[config.mk]
export PLATFORM = sky130hd
export DESIGN_NAME = glob_pattern_nfa_matcher_flat
export DESIGN_NICKNAME = d
export VERILOG_FILES = /design/src/rtl/core/gpm_pkg.sv /design/src/rtl/core/gpm_if.sv /design/src/rtl/core/gpm_tokenizer.sv /design/src/rtl/core/gpm_nfa.sv /design/src/rtl/core/glob_pattern_nfa_matcher.sv /design/src/flat_wrapper.sv
export SDC_FILE = /design/constraint.sdc
export NUM_CORES = 1
export LEC_CHECK = 0
export BUFFER_PORTS_ARGS = -buffer_cell sky130_fd_sc_hd__buf_2
export CORE_MARGIN = 3
export CORE_UTILIZATION = 45
export CTS_CLUSTER_DIAMETER = 80
export DETAILED_ROUTE_END_ITERATION = 16
export PLACE_DENSITY = 0.57
export SLEW_MARGIN = 20
export SYNTH_ARGS = -nofsm -noshare
export SYNTH_HDL_FRONTEND = slang
export SYNTH_HIERARCHICAL = 1
export SYNTH_SLANG_ARGS = --single-unit
export TNS_END_PERCENT = 100
[constraint.sdc]
create_clock -name clk -period 11.3 [get_ports clk]
set_clock_uncertainty 0.15 [all_clocks]
set_input_delay 0 -clock clk [delete_from_list [all_inputs] [get_ports clk]]
set_output_delay 0 -clock clk [all_outputs]
set_load 0.02 [all_outputs]
[src/rtl/core/gpm_pkg.sv]
// ----------------------------------------------------------------------------
// gpm_pkg
// Shared types, codes and constants of the glob pattern matcher.
// ----------------------------------------------------------------------------
`default_nettype none

package gpm_pkg;

    localparam int MAX_TOKENS = 32;

    localparam logic [7:0] CHAR_STAR  = 8'h2A;
    localparam logic [7:0] CHAR_QUEST = 8'h3F;
    localparam logic [7:0] CHAR_SLASH = 8'h2F;

    typedef enum logic [1:0] {
        REQ_PAT_BYTE  = 2'd0,
        REQ_PAT_END   = 2'd1,
        REQ_NAME_BYTE = 2'd2,
        REQ_NAME_END  = 2'd3
    } req_code_t;

    typedef enum logic [2:0] {
        TK_LIT      = 3'd0,
        TK_STAR     = 3'd1,
        TK_STARSTAR = 3'd2,
        TK_SSSLASH  = 3'd3,
        TK_QUEST    = 3'd4
    } tok_kind_t;

    // One request word as it leaves the input register.
    typedef struct packed {
        logic       fire;
        req_code_t  req;
        logic [7:0] data;
    } step_t;

    function automatic logic is_star_kind(input tok_kind_t k);
        return k inside {TK_STAR, TK_STARSTAR, TK_SSSLASH};
    endfunction

endpackage

`default_nettype wire

[src/rtl/core/gpm_if.sv]
// ----------------------------------------------------------------------------
// gpm_if
// Valid/ready channels of the glob pattern matcher: requests and results.
// ----------------------------------------------------------------------------
`default_nettype none

interface gpm_req_if;
    logic       valid;
    logic       ready;
    logic [1:0] req_type;
    logic [7:0] data_byte;

    modport source (output valid, output req_type, output data_byte, input ready);
    modport sink   (input valid, input req_type, input data_byte, output ready);
endinterface

interface gpm_rsp_if;
    logic valid;
    logic ready;
    logic matched;
    logic pattern_overflow;

    modport source (output valid, output matched, output pattern_overflow, input ready);
    modport sink   (input valid, input matched, input pattern_overflow, output ready);
endinterface

`default_nettype wire

[src/rtl/core/gpm_tokenizer.sv]
// ----------------------------------------------------------------------------
// gpm_tokenizer
// Splits pattern bytes into tokens with a two-star lookahead and keeps the
// token store, the token count, the overflow flag and the start set.
// ----------------------------------------------------------------------------
`default_nettype none

module gpm_tokenizer #(
    parameter  int MaxTokens = gpm_pkg::MAX_TOKENS,
    localparam int TW        = $clog2(MaxTokens + 1)
) (
    input  wire                  clk,
    input  wire                  rst_n,
    input  gpm_pkg::step_t       step,
    output gpm_pkg::tok_kind_t   kinds_eff [MaxTokens],
    output logic [7:0]           chars     [MaxTokens],
    output logic [TW-1:0]        total_eff,
    output logic [MaxTokens:0]   start_eff,
    output logic                 ovf_eff
);

    localparam logic [MaxTokens:0] StartInit = (MaxTokens + 1)'(1);
    localparam logic [TW-1:0]      TokLimit  = TW'(MaxTokens);

    gpm_pkg::tok_kind_t kinds_reg [MaxTokens];
    logic [7:0]         chars_reg [MaxTokens];
    logic [TW-1:0]      total_reg;
    logic [1:0]         la_reg;
    logic               ovf_reg;
    logic               closed_reg;
    logic [MaxTokens:0] start_reg;
    logic               run_reg;

    logic               is_pat;
    logic               restart;
    logic               do_close;
    logic [TW-1:0]      b_total;
    logic [1:0]         b_la;
    logic               b_ovf;
    logic [MaxTokens:0] b_start;
    logic               b_run;
    logic               a_en;
    logic               a_wr;
    gpm_pkg::tok_kind_t a_kind;
    logic               b_en;
    logic               b_wr;
    gpm_pkg::tok_kind_t b_kind;
    logic [1:0]         la_next;
    logic [TW-1:0]      t1;
    logic [TW-1:0]      total_next;
    logic               run_next;
    logic [MaxTokens:0] start_next;

    always_comb
    begin
        is_pat   = (step.req == gpm_pkg::REQ_PAT_BYTE);
        restart  = is_pat && closed_reg;
        do_close = !is_pat && !closed_reg;
        b_total  = restart ? '0 : total_reg;
        b_la     = restart ? 2'd0 : la_reg;
        b_ovf    = restart ? 1'b0 : ovf_reg;
        b_start  = restart ? StartInit : start_reg;
        b_run    = restart ? 1'b1 : run_reg;

        a_en    = 1'b0;
        a_kind  = gpm_pkg::TK_STAR;
        b_en    = 1'b0;
        b_kind  = gpm_pkg::TK_LIT;
        la_next = b_la;

        if (is_pat)
        begin
            if (b_la == 2'd1 && step.data == gpm_pkg::CHAR_STAR)
            begin
                la_next = 2'd2;
            end
            else if (b_la == 2'd2 && step.data == gpm_pkg::CHAR_SLASH)
            begin
                a_en    = 1'b1;
                a_kind  = gpm_pkg::TK_SSSLASH;
                la_next = 2'd0;
            end
            else
            begin
                if (b_la == 2'd1)
                begin
                    a_en   = 1'b1;
                    a_kind = gpm_pkg::TK_STAR;
                end
                else if (b_la == 2'd2)
                begin
                    a_en   = 1'b1;
                    a_kind = gpm_pkg::TK_STARSTAR;
                end
                if (step.data == gpm_pkg::CHAR_STAR)
                begin
                    la_next = 2'd1;
                end
                else
                begin
                    la_next = 2'd0;
                    b_en    = 1'b1;
                    b_kind  = (step.data == gpm_pkg::CHAR_QUEST) ? gpm_pkg::TK_QUEST
                                                                 : gpm_pkg::TK_LIT;
                end
            end
        end
        else if (do_close)
        begin
            la_next = 2'd0;
            if (b_la == 2'd1)
            begin
                a_en   = 1'b1;
                a_kind = gpm_pkg::TK_STAR;
            end
            else if (b_la == 2'd2)
            begin
                a_en   = 1'b1;
                a_kind = gpm_pkg::TK_STARSTAR;
            end
        end

        a_wr       = a_en && (b_total < TokLimit);
        t1         = b_total + TW'(a_wr);
        b_wr       = b_en && (t1 < TokLimit);
        total_next = t1 + TW'(b_wr);
        ovf_eff    = b_ovf || (a_en && !a_wr) || (b_en && !b_wr);

        // The start set covers the leading run of star-like tokens, since the
        // closure from position zero walks through exactly those.
        start_next = b_start;
        run_next   = b_run;
        if (a_wr)
        begin
            if (run_next && gpm_pkg::is_star_kind(a_kind))
            begin
                for (int j = 1; j <= MaxTokens; j++)
                begin
                    if (j == int'(b_total) + 1)
                    begin
                        start_next[j] = 1'b1;
                    end
                end
            end
            else
            begin
                run_next = 1'b0;
            end
        end
        if (b_wr)
        begin
            if (run_next && gpm_pkg::is_star_kind(b_kind))
            begin
                for (int j = 1; j <= MaxTokens; j++)
                begin
                    if (j == int'(t1) + 1)
                    begin
                        start_next[j] = 1'b1;
                    end
                end
            end
            else
            begin
                run_next = 1'b0;
            end
        end

        // A name item that closes the pattern sees the flushed star token now.
        for (int i = 0; i < MaxTokens; i++)
        begin
            kinds_eff[i] = (a_wr && TW'(i) == b_total) ? a_kind : kinds_reg[i];
            chars[i]     = chars_reg[i];
        end
        total_eff = total_next;
        start_eff = start_next;
    end

    always_ff @(posedge clk)
    begin
        for (int i = 0; i < MaxTokens; i++)
        begin
            if (step.fire && a_wr && TW'(i) == b_total)
            begin
                kinds_reg[i] <= a_kind;
                chars_reg[i] <= 8'd0;
            end
            else if (step.fire && b_wr && TW'(i) == t1)
            begin
                kinds_reg[i] <= b_kind;
                chars_reg[i] <= step.data;
            end
        end
    end

    always_ff @(posedge clk or negedge rst_n)
    begin
        if (!rst_n)
        begin
            total_reg  <= '0;
            la_reg     <= 2'd0;
            ovf_reg    <= 1'b0;
            closed_reg <= 1'b0;
            start_reg  <= StartInit;
            run_reg    <= 1'b1;
        end
        else if (step.fire)
        begin
            total_reg  <= total_next;
            la_reg     <= la_next;
            ovf_reg    <= ovf_eff;
            closed_reg <= !is_pat;
            start_reg  <= start_next;
            run_reg    <= run_next;
        end
    end

`ifndef SYNTH
    a_closed_no_pending: assert property (@(posedge clk) disable iff (!rst_n)
        closed_reg |-> la_reg == 2'd0)
        else $error("pending stars left in a closed pattern");

    a_start_within_total: assert property (@(posedge clk) disable iff (!rst_n)
        (start_reg >> (int'(total_reg) + 1)) == '0)
        else $error("start set reaches past the last token");
`endif

endmodule

`default_nettype wire

[src/rtl/core/gpm_nfa.sv]
// ----------------------------------------------------------------------------
// gpm_nfa
// Bit-parallel NFA over the token positions: one name byte per step,
// followed by the epsilon closure, plus the end-of-name decision.
// ----------------------------------------------------------------------------
`default_nettype none

module gpm_nfa #(
    parameter  int MaxTokens = gpm_pkg::MAX_TOKENS,
    localparam int TW        = $clog2(MaxTokens + 1)
) (
    input  wire                  clk,
    input  wire                  rst_n,
    input  gpm_pkg::step_t       step,
    input  gpm_pkg::tok_kind_t   kinds [MaxTokens],
    input  wire [7:0]            chars [MaxTokens],
    input  wire [TW-1:0]         total,
    input  wire [MaxTokens:0]    start,
    input  wire                  ovf,
    output logic                 hit
);

    logic [MaxTokens:0] active_reg;
    logic [MaxTokens:0] mid_reg;
    logic               open_reg;
    logic               dead_reg;

    logic [MaxTokens:0] base_act;
    logic [MaxTokens:0] base_mid;
    logic               base_dead;
    logic [MaxTokens:0] act;
    logic [MaxTokens:0] bnd;
    logic [MaxTokens:0] mid_s;
    logic [MaxTokens:0] prop;
    logic [MaxTokens:0] gen;
    logic [MaxTokens:0] sum;
    logic [MaxTokens:0] reach;
    logic [MaxTokens:0] step_act;
    logic [MaxTokens:0] step_mid;
    logic               not_slash;

    always_comb
    begin
        base_act  = open_reg ? active_reg : start;
        base_mid  = open_reg ? mid_reg : '0;
        base_dead = open_reg && dead_reg;
        not_slash = (step.data != gpm_pkg::CHAR_SLASH);

        act = '0;
        bnd = '0;
        for (int i = 0; i < MaxTokens; i++)
        begin
            if (TW'(i) < total && base_act[i])
            begin
                case (kinds[i])
                    gpm_pkg::TK_LIT:
                    begin
                        if (step.data == chars[i])
                        begin
                            act[i+1] = 1'b1;
                            bnd[i+1] = 1'b1;
                        end
                    end
                    gpm_pkg::TK_QUEST:
                    begin
                        if (not_slash)
                        begin
                            act[i+1] = 1'b1;
                            bnd[i+1] = 1'b1;
                        end
                    end
                    gpm_pkg::TK_STAR:
                    begin
                        if (not_slash)
                        begin
                            act[i] = 1'b1;
                            bnd[i] = 1'b1;
                        end
                    end
                    gpm_pkg::TK_STARSTAR:
                    begin
                        act[i] = 1'b1;
                        bnd[i] = 1'b1;
                    end
                    gpm_pkg::TK_SSSLASH:
                    begin
                        act[i] = 1'b1;
                        if (!not_slash)
                        begin
                            bnd[i] = 1'b1;
                        end
                    end
                    default:
                    begin
                    end
                endcase
            end
        end
        mid_s = act & ~bnd;

        // The closure is a carry chain: a star-like token propagates an
        // active position forward, and a reached position is at a boundary,
        // so a segment-star passes it on too. One add resolves the chain.
        prop = '0;
        gen  = '0;
        for (int i = 0; i < MaxTokens; i++)
        begin
            if (TW'(i) < total && gpm_pkg::is_star_kind(kinds[i]))
            begin
                prop[i] = 1'b1;
                gen[i]  = act[i] && (kinds[i] != gpm_pkg::TK_SSSLASH || !mid_s[i]);
            end
        end
        sum      = prop + gen;
        reach    = sum ^ prop ^ gen;
        step_act = act | reach;
        step_mid = mid_s & ~reach;

        hit = !base_dead && !ovf && base_act[total];
    end

    always_ff @(posedge clk or negedge rst_n)
    begin
        if (!rst_n)
        begin
            active_reg <= '0;
            mid_reg    <= '0;
            open_reg   <= 1'b0;
            dead_reg   <= 1'b0;
        end
        else if (step.fire)
        begin
            case (step.req)
                gpm_pkg::REQ_PAT_BYTE:
                begin
                    open_reg   <= 1'b0;
                    dead_reg   <= 1'b0;
                    active_reg <= '0;
                    mid_reg    <= '0;
                end
                gpm_pkg::REQ_NAME_BYTE:
                begin
                    open_reg <= 1'b1;
                    if (base_dead)
                    begin
                        active_reg <= base_act;
                        mid_reg    <= base_mid;
                        dead_reg   <= 1'b1;
                    end
                    else
                    begin
                        active_reg <= step_act;
                        mid_reg    <= step_mid;
                        dead_reg   <= (act == '0);
                    end
                end
                gpm_pkg::REQ_NAME_END:
                begin
                    open_reg <= 1'b0;
                end
                default:
                begin
                end
            endcase
        end
    end

`ifndef SYNTH
    a_dead_is_empty: assert property (@(posedge clk) disable iff (!rst_n)
        dead_reg |-> active_reg == '0)
        else $error("dead name still has active positions");

    a_live_not_empty: assert property (@(posedge clk) disable iff (!rst_n)
        open_reg && !dead_reg |-> active_reg != '0)
        else $error("live name has no active position");
`endif

endmodule

`default_nettype wire

[src/rtl/core/glob_pattern_nfa_matcher.sv]
// ----------------------------------------------------------------------------
// glob_pattern_nfa_matcher
// Glob matcher: tokenizes pattern bytes, then runs name bytes through a
// bit-parallel NFA and reports a match at each end of name.
// ----------------------------------------------------------------------------
// A request word is registered, then processed by the tokenizer and the
// NFA, which update their state registers at the end of the cycle in which
// they process it; an end-of-name result is written to the output register
// at that same edge. The block takes one request word per clock; the only
// stall comes when an end of name waits in the input register while the output
// register still holds a result that has not been taken. The token store holds
// MaxTokens entries in flip-flops and the NFA evaluates all of them in
// parallel, so pattern length does not change the rate.
`default_nettype none

module glob_pattern_nfa_matcher #(
    parameter int MaxTokens = gpm_pkg::MAX_TOKENS
) (
    input  wire          clk,
    input  wire          rst_n,
    gpm_req_if.sink      req,
    gpm_rsp_if.source    rsp
);

    localparam int TW = $clog2(MaxTokens + 1);

    logic                in_vld_reg;
    gpm_pkg::req_code_t  req_reg;
    logic [7:0]          byte_reg;
    logic                out_vld_reg;
    logic                matched_reg;
    logic                ovf_reg;

    logic                fire;
    logic                in_acc;
    gpm_pkg::step_t      step;

    gpm_pkg::tok_kind_t  kinds_eff [MaxTokens];
    logic [7:0]          chars     [MaxTokens];
    logic [TW-1:0]       total_eff;
    logic [MaxTokens:0]  start_eff;
    logic                ovf_eff;
    logic                hit;

    always_comb
    begin
        fire = in_vld_reg &&
               (req_reg != gpm_pkg::REQ_NAME_END || !out_vld_reg || rsp.ready);
        in_acc    = req.valid && req.ready;
        step.fire = fire;
        step.req  = req_reg;
        step.data = byte_reg;
    end

    assign req.ready            = !in_vld_reg || fire;
    assign rsp.valid            = out_vld_reg;
    assign rsp.matched          = matched_reg;
    assign rsp.pattern_overflow = ovf_reg;

    gpm_tokenizer #(
        .MaxTokens (MaxTokens)
    ) u_tokenizer (
        .clk       (clk),
        .rst_n     (rst_n),
        .step      (step),
        .kinds_eff (kinds_eff),
        .chars     (chars),
        .total_eff (total_eff),
        .start_eff (start_eff),
        .ovf_eff   (ovf_eff)
    );

    gpm_nfa #(
        .MaxTokens (MaxTokens)
    ) u_nfa (
        .clk   (clk),
        .rst_n (rst_n),
        .step  (step),
        .kinds (kinds_eff),
        .chars (chars),
        .total (total_eff),
        .start (start_eff),
        .ovf   (ovf_eff),
        .hit   (hit)
    );

    always_ff @(posedge clk)
    begin
        if (in_acc)
        begin
            req_reg  <= gpm_pkg::req_code_t'(req.req_type);
            byte_reg <= req.data_byte;
        end
        if (fire && req_reg == gpm_pkg::REQ_NAME_END)
        begin
            matched_reg <= hit;
            ovf_reg     <= ovf_eff;
        end
    end

    always_ff @(posedge clk or negedge rst_n)
    begin
        if (!rst_n)
        begin
            in_vld_reg  <= 1'b0;
            out_vld_reg <= 1'b0;
        end
        else
        begin
            if (in_acc)
            begin
                in_vld_reg <= 1'b1;
            end
            else if (fire)
            begin
                in_vld_reg <= 1'b0;
            end

            if (fire && req_reg == gpm_pkg::REQ_NAME_END)
            begin
                out_vld_reg <= 1'b1;
            end
            else if (rsp.ready)
            begin
                out_vld_reg <= 1'b0;
            end
        end
    end

`ifndef SYNTH
    a_overflow_no_match: assert property (@(posedge clk) disable iff (!rst_n)
        out_vld_reg && ovf_reg |-> !matched_reg)
        else $error("match reported for an overflowed pattern");

    a_result_not_lost: assert property (@(posedge clk) disable iff (!rst_n)
        out_vld_reg && !rsp.ready |=> out_vld_reg && $stable(matched_reg))
        else $error("held result dropped or changed");
`endif

endmodule

`default_nettype wire
[src/flat_wrapper.sv]
// flat-port wrapper written by rule: the top's interface ports become plain ports
module glob_pattern_nfa_matcher_flat 
#(
    parameter int MaxTokens = gpm_pkg::MAX_TOKENS
)
  (clk, rst_n, req_valid, req_req_type, req_data_byte, req_ready, rsp_valid, rsp_matched, rsp_pattern_overflow, rsp_ready);
  gpm_req_if req_i ();
  gpm_rsp_if rsp_i ();
  input  wire clk;
  input  wire rst_n;
  input wire logic [$bits(req_i.valid)-1:0] req_valid;
  input wire logic [$bits(req_i.req_type)-1:0] req_req_type;
  input wire logic [$bits(req_i.data_byte)-1:0] req_data_byte;
  output wire logic [$bits(req_i.ready)-1:0] req_ready;
  output wire logic [$bits(rsp_i.valid)-1:0] rsp_valid;
  output wire logic [$bits(rsp_i.matched)-1:0] rsp_matched;
  output wire logic [$bits(rsp_i.pattern_overflow)-1:0] rsp_pattern_overflow;
  input wire logic [$bits(rsp_i.ready)-1:0] rsp_ready;
  assign req_i.valid = req_valid;
  assign req_i.req_type = req_req_type;
  assign req_i.data_byte = req_data_byte;
  assign req_ready = req_i.ready;
  assign rsp_valid = rsp_i.valid;
  assign rsp_matched = rsp_i.matched;
  assign rsp_pattern_overflow = rsp_i.pattern_overflow;
  assign rsp_i.ready = rsp_ready;
  glob_pattern_nfa_matcher #(.MaxTokens(MaxTokens)) u_core (.clk(clk), .rst_n(rst_n), .req(req_i), .rsp(rsp_i));
endmodule
==> results.ini, run 1 <==
[clock_tree]
cts-resized-gates = 0
clkLatencyLatePin_ns = 0.62
cts_setup_buffers = 0
clockBufferDepth = 3
cts.sinks = 445
clockRootBuffer = clkbuf_16
path_clk_slew_ns = 0.06
tritoncts = built
cts_buffers = 53
h-tree-depth = 2
ctsHoldBuffers = 27

[power]
power.share.sequential_pct = 38.9
swShare_pct = 35.2
switchingPower_w = 0.00165
p_clk_share_pct = 34.1
irDropWorstVdd_mv = 0.129
p_leak_nw = 10.1
power_frac_comb_pct = 27.0
p_per_area_mw_per_mm2 = 153
power.internal_w = 0.00305

[yosys]
synthSimpleGateAreaFrac_pct = 19.5
synth-seq-cells = 445
synthAdderAreaFrac_pct = 0.531
netlist_area_sq_mm = 0.0278
syn_nets = 2730
synth_compound_area_share_pct = 15.5
ys.flop_type = edfxtp_1
synthArstFlopShare_pct = 18.2
synth_top_family_by_area = simple AND/OR/NAND/NOR gates
syn_avg_cell_area_sq_um = 10.3
synth_edf_count = 362
yosysSeqAreaShare_pct = 46.5
synthCells = 2705
synthMuxAreaShare_pct = 4.95
yosys_warnings = 6
synth_xor_area_share_pct = 9.11
synth.distinct_cells = 111

[timing]
clock.fmax_ghz = 0.109
max_slew_margin_pct = 21.0
finalSetupTns_ns = 0
finalCritPeriodShare_pct = 80.9
whs_ns = 0.0701
hold_violations = 0
slew_viol_final = 0
finalWorstPathRequiredPeriod_ns = 9.14
worst_pin_slew_ns = 1.19
setup-violations-final = 0
rsz0062_at_grt = false

[global_route]
grt_pass1_wl_um = 154000
grt_pass1_vias = 21787
grt_overflow = 0
grt_max_degree = 62
grt_usage_pct = 32.6
antenna_found_initial = 0

[final_layout]
multiInputGateArea_sq_mm = 0.0140
final_cell_mix = 362 x edfxtp_1, 238 x nor3_1, 193 x xnor2_1
layout_commonest_cell = edfxtp_1
final_net_count = 2719
seq_area_sq_mm = 0.0129
areaGrowthSynthToFinish_pct = 10.5
drive_gt1_share_pct = 13.7
largest_reg_flops = 256
fillers = 5505

[drt]
num_vias = 23053
via_per_inst = 6.55
dr.pass1.iters = 7
drt_iter0_markers = 2635
drc = 0
finalWirelength_um = 106000
final_antenna_net_count = 0
routedWlPerCell_um = 30.2

[floorplanning]
die_w_um = 255
dieArea_sq_mm = 0.0648
ios = 18
start_util_pct = 45.8
row_count = 90
core_sq_mm = 0.0607
die_h_um = 255

[place]
dpl.hpwl_um = 76000
port_buffers = 17
place.gp.congestion = 0.973

[worst_hold_path]
hp-class = input pin to flip-flop

[worst_setup_path]
critPathTopFamily = simple AND/OR/NAND/NOR gates
cp_data_required_time_ns = 11.62
critPathArrivalTime_ns = 9.46
crit_type = flip-flop to flip-flop
cp_common_cell = ha_1
critPathMaxFanout = 24
critical_path_buf_inv_count = 5
start_kind = flip-flop
cp_slowest_cell = nor4_1
cp-end-kind = flip-flop
critPathMaxStageDelay_ns = 0.62

[outcome]
outcome = completed

[run]
cap_violations = 0

-- final cells by class --
| type | count | area share [%] |
|---|---|---|
| flip-flops and latches | 445 | 42.1 |
| diodes | 2 | 0.0163 |
| multi-input cells | 2009 | 45.4 |
| inverters | 44 | 0.537 |
| well taps | 782 | 3.18 |
| clock inverters | 23 | 0.529 |
| clock buffers | 74 | 4.71 |
| repair buffers | 141 | 3.51 |
-- per-layer routing --
layer / GRT usage, % / part of all wire, % / vias to the layer above
met5: 0 / 0 / -
met4: 11.1 / 3.7 / 0
met3: 4.67 / 8.0 / 187
met2: 49.9 / 44 / 1067
met1: 47.5 / 44 / 11638
li1: - / - / 10161
-- worst min-delay path, delay by kind of cell --
family / cells / cell delay, ns
buffers and inverters: 2 / 0.64
AND/OR/NAND/NOR: 2 / 0.16
-- path summary, 6_finish.rpt --
path / from / end / slack, ns / cells past startpoint
hold / removal: rsp_ready / u_core/rsp.valid / 0.07 / 4
max in group asynchronous: rst_n / u_core/u_nfa/active_reg[0] / 9.89 / 4
hold reg to reg: u_core/u_nfa/active_reg[11] / u_core/u_nfa/active_reg[11] / 0.33 / 1
setup reg to reg: u_core/req_reg[1] / u_core/u_nfa/active_reg[8] / 2.16 / 34
min in group asynchronous: rst_n / u_core/u_tokenizer/start_reg[14] / 0.39 / 4
setup / recovery: u_core/req_reg[1] / u_core/u_nfa/active_reg[8] / 2.16 / 34
-- per-stage QoR --
stage	cells	worst slack (ns)	cell area, sq um	utilization, %	power (W)
after floorplan	2705	2.80	27800	-	0.00262
after global placement	3393	2.39	28700	47.3	0.00306
after detailed placement	3393	2.32	28800	47.4	0.00308
after CTS	3517	2.30	30600	50.5	0.00469
after global routing	3518	1.66	30700	50.6	0.00486
final	3520	2.16	30700	50.6	0.00470
-- kinds of logic after synthesis --
| family | Yosys count |
|---|---|
| flops | 445 |
| mux | 117 |
| buf+inv | 251 |
| xor+xnor | 289 |
| compound gates | 586 |
| simple gates | 1005 |
| fa+ha+maj | 12 |
-- power groups by stage --
stage | clock [W] | combinational [W] | sequential [W]
final | 0.00160 | 0.00127 | 0.00183
after floorplan | 0 | 0.000759 | 0.00186
after global placement | 0 | 0.00120 | 0.00186
after detailed placement | 0 | 0.00121 | 0.00186
after CTS | 0.00164 | 0.00123 | 0.00183
after global routing | 0.00170 | 0.00132 | 0.00183
-- synth_stat cells (42+ instances only) --
library cell,n,share of area (%)
a21oi_1,123,2.2
nand4_1,59,1.3
xor2_1,96,3.0
nor4_1,61,1.4
clkbuf_1,115,1.6
xnor2_1,193,6.1
edfxtp_1,362,39
dfrtp_1,79,7.1
and2_1,130,2.9
buf_2,54,0.97
nor3_1,239,4.3
a22o_1,42,1.3
nand2_1,140,1.9
nor2b_1,45,1.0
mux2_2,74,3.0
o21ai_0,73,1.3
nor2_1,146,2.0
(Power assumes the default switching activity.)
==> inputs of run 2 (changes only) <==
PLACE_DENSITY = 0.59   (was 0.57)
clock period = 8.3 ns   (was 11.3 ns; I/O delays follow)
==> results.ini, run 2 (synthesized netlist as in run 1, its figures left out) <==
[outcome]
outcome = complete, but fails checks
violations = hold timing

[clock_tree]
clkLatencyLatePin_ns = 0.63  ; about the same
cts.sinks = 445  ; unchanged
tritoncts = built
clockRootBuffer = clkbuf_16
path_clk_slew_ns = 0.06  ; about the same
clockBufferDepth = 3  ; unchanged
h-tree-depth = 2  ; unchanged
cts_buffers = 52  ; -1.9%

[power]
irDropWorstVdd_mv = 0.178  ; +37%
total_power_w = 0.00643  ; +37%
power.share.sequential_pct = 39.3  ; +0.4 points
swShare_pct = 34.4  ; -0.80 points
power.internal_w = 0.00422  ; +39%
switchingPower_w = 0.00221  ; +34%
p_per_area_mw_per_mm2 = 208  ; +36%
p_clk_share_pct = 35.4  ; +1.3 points
power_frac_comb_pct = 25.2  ; -1.8 points
p_leak_nw = 10.2  ; +0.75%

[global_route]
use_met3_pct = 5.89  ; +1.2 points
grt_max_degree = 71  ; +15%
use_met2_pct = 46.3  ; -3.6 points
antenna_found_initial = 3  ; +3
grt_pass1_vias = 21440  ; -1.6%
grt_overflow = 0  ; unchanged
gr-usage-met1_pct = 45.5  ; -2.1 points
grt_pass1_wl_um = 147000  ; -4.2%
busiest_layer = met2
grt_usage_pct = 31.0  ; -1.6 points

[floorplanning]
start_util_pct = 45.8  ; unchanged
row_count = 90  ; unchanged
dieArea_sq_mm = 0.0648  ; unchanged
die_h_um = 255  ; unchanged
ios = 18  ; unchanged
die_w_um = 255  ; unchanged
core_sq_mm = 0.0607  ; unchanged

[final_layout]
fin_util_pct = 50.8  ; +0.22 points
antenna_cells = 0  ; -2
final_cell_mix = 362 x edfxtp_1, 236 x nor3_1, 193 x xnor2_1
final_net_count = 2727  ; +0.29%
largest_reg_flops = 256  ; unchanged
areaGrowthSynthToFinish_pct = 11.0
layout_commonest_cell = edfxtp_1
final_cells = 3527  ; +0.20%
drive_gt1_share_pct = 13.9  ; +0.17 points

[drt]
dr.pass1.iters = 9  ; +2
drt_iter0_markers = 3082  ; +17%
final_antenna_net_count = 0  ; unchanged
drc = 0  ; unchanged
finalWirelength_um = 102000  ; -4.1%
num_vias = 23160  ; +0.46%
routedWlPerCell_um = 28.9  ; -4.3%
via_per_inst = 6.57  ; +0.26%

[worst_hold_path]
hp-class = input pin to async pin

[timing]
max_slew_margin_pct = 22.6  ; +1.6 points
finalSetupTns_ns = 0  ; unchanged
clock.fmax_ghz = 0.126  ; +16%
whs_ns = -0.0130  ; -0.0831 ns
hold_violations = 5  ; +5
layout_setup_ws_ns = 0.393  ; -1.76 ns
slew_viol_final = 0  ; unchanged
worst_pin_slew_ns = 1.15  ; -0.0396 ns
finalCritPeriodShare_pct = 95.3  ; +14 points
setup-violations-final = 0  ; unchanged
rsz0062_at_grt = false
finalWorstPathRequiredPeriod_ns = 7.91  ; -1.24 ns

[place]
pre_cts_slack_ns = 0.510  ; -1.81 ns
place.gp.congestion = 1.07  ; +9.6%
dpl.hpwl_um = 72600  ; -4.5%
port_buffers = 17  ; unchanged
placed_cells = 3404  ; +0.32%

[worst_setup_path]
start_kind = flip-flop
cp_data_required_time_ns = 8.66  ; -2.96 ns
critPathMaxFanout = 22  ; -8.3%
ff2ff_path_depth = 30  ; -12%
reg2reg_slack_ns = 0.39  ; -1.76 ns
cp-endpoint = u_core/u_nfa/active_reg[25]
crit_type = flip-flop to flip-flop
critPathArrivalTime_ns = 8.26  ; -1.20 ns
cp_slowest_cell = nor4_2
critPathMaxStageDelay_ns = 0.47  ; -0.15 ns
cp_common_cell = ha_1
r2r-start = u_core/req_reg[1]
worstReg2RegEnd = u_core/u_nfa/active_reg[25]
crit_path_start = u_core/req_reg[1]
cp-end-kind = flip-flop

[run]
cap_violations = 0  ; unchanged

-- run 2: cell count changes in the layout (fill, tap and decap cells not counted), sizes merged --
cell	previous run	this run
clkinv	25	31
bufinv	0	4
buf	115	124
diode	2	0
clkinvlp	2	1
clkbuf	74	65
-- run 2: critical path: cells and delay by family (launching register included) --
family | cells | cell delay [ns]
compound gates | 14 | 3.41
simple gates | 10 | 2.59
flops | 1 | 0.39
fa+ha+maj | 3 | 0.69
buf+inv | 3 | 0.53
-- run 2: worst min path at each step --
stage / from / slack (ns) / end
floorplan: rst_n / -0.45 / u_core/in_vld_reg
global placement: rst_n / -0.29 / u_core/u_nfa/active_reg[30]
detailed placement: rst_n / -0.29 / u_core/in_vld_reg
CTS: rst_n / 0.02 / u_core/u_tokenizer/start_reg[30]
global route: rst_n / 0.07 / u_core/u_tokenizer/start_reg[26]
finish: rst_n / -0.01 / u_core/u_tokenizer/start_reg[30]
-- run 2: stage by stage --
stage          hold slack, ns  cell area (sq um)
2_1_floorplan          -0.446              27800
3_3_place_gp           -0.291              28800
3_5_place_dp           -0.291              28800
4_1_cts                0.0186              30800
5_1_grt                0.0735              30900
6_report              -0.0130              30900
-- run 2: area by class of cell --
cell class | count | area [sq um]
Fill cell | 5474 | 29800
Multi-Input combinational cell | 2009 | 13900
Sequential cell | 445 | 12900
Clock buffer | 65 | 1370
Timing Repair Buffer | 150 | 1150
Tap cell | 782 | 978
Clock inverter | 32 | 309
Inverter | 44 | 165
-- run 2: layer usage --
layer | wire (um) | part of all wire (%)
met1 | 43900 | 43
met2 | 43700 | 43
met3 | 10700 | 11
met4 | 3590 | 3.5
met5 | 0 | 0
-- run 2: what timing repair did --
| item | in CTS | in global routing |
|---|---|---|
| resized for setup | 0 | 3 |
| hold buffers | 26 | 0 |
| endpoints found under the setup margin | 0 | 8 |
| buffers inserted | 0 | 0 |
| endpoints found under the hold margin | 103 | 0 |
-- run 2: power groups by stage --
stage,logic (W),clock network [W],registers (W)
global placement,0.00152,0,0.00257
detailed placement,0.00154,0,0.00257
global route,0.00170,0.00240,0.00254
floorplan,0.00103,0,0.00254
finish,0.00162,0.00228,0.00253
CTS,0.00156,0.00232,0.00253
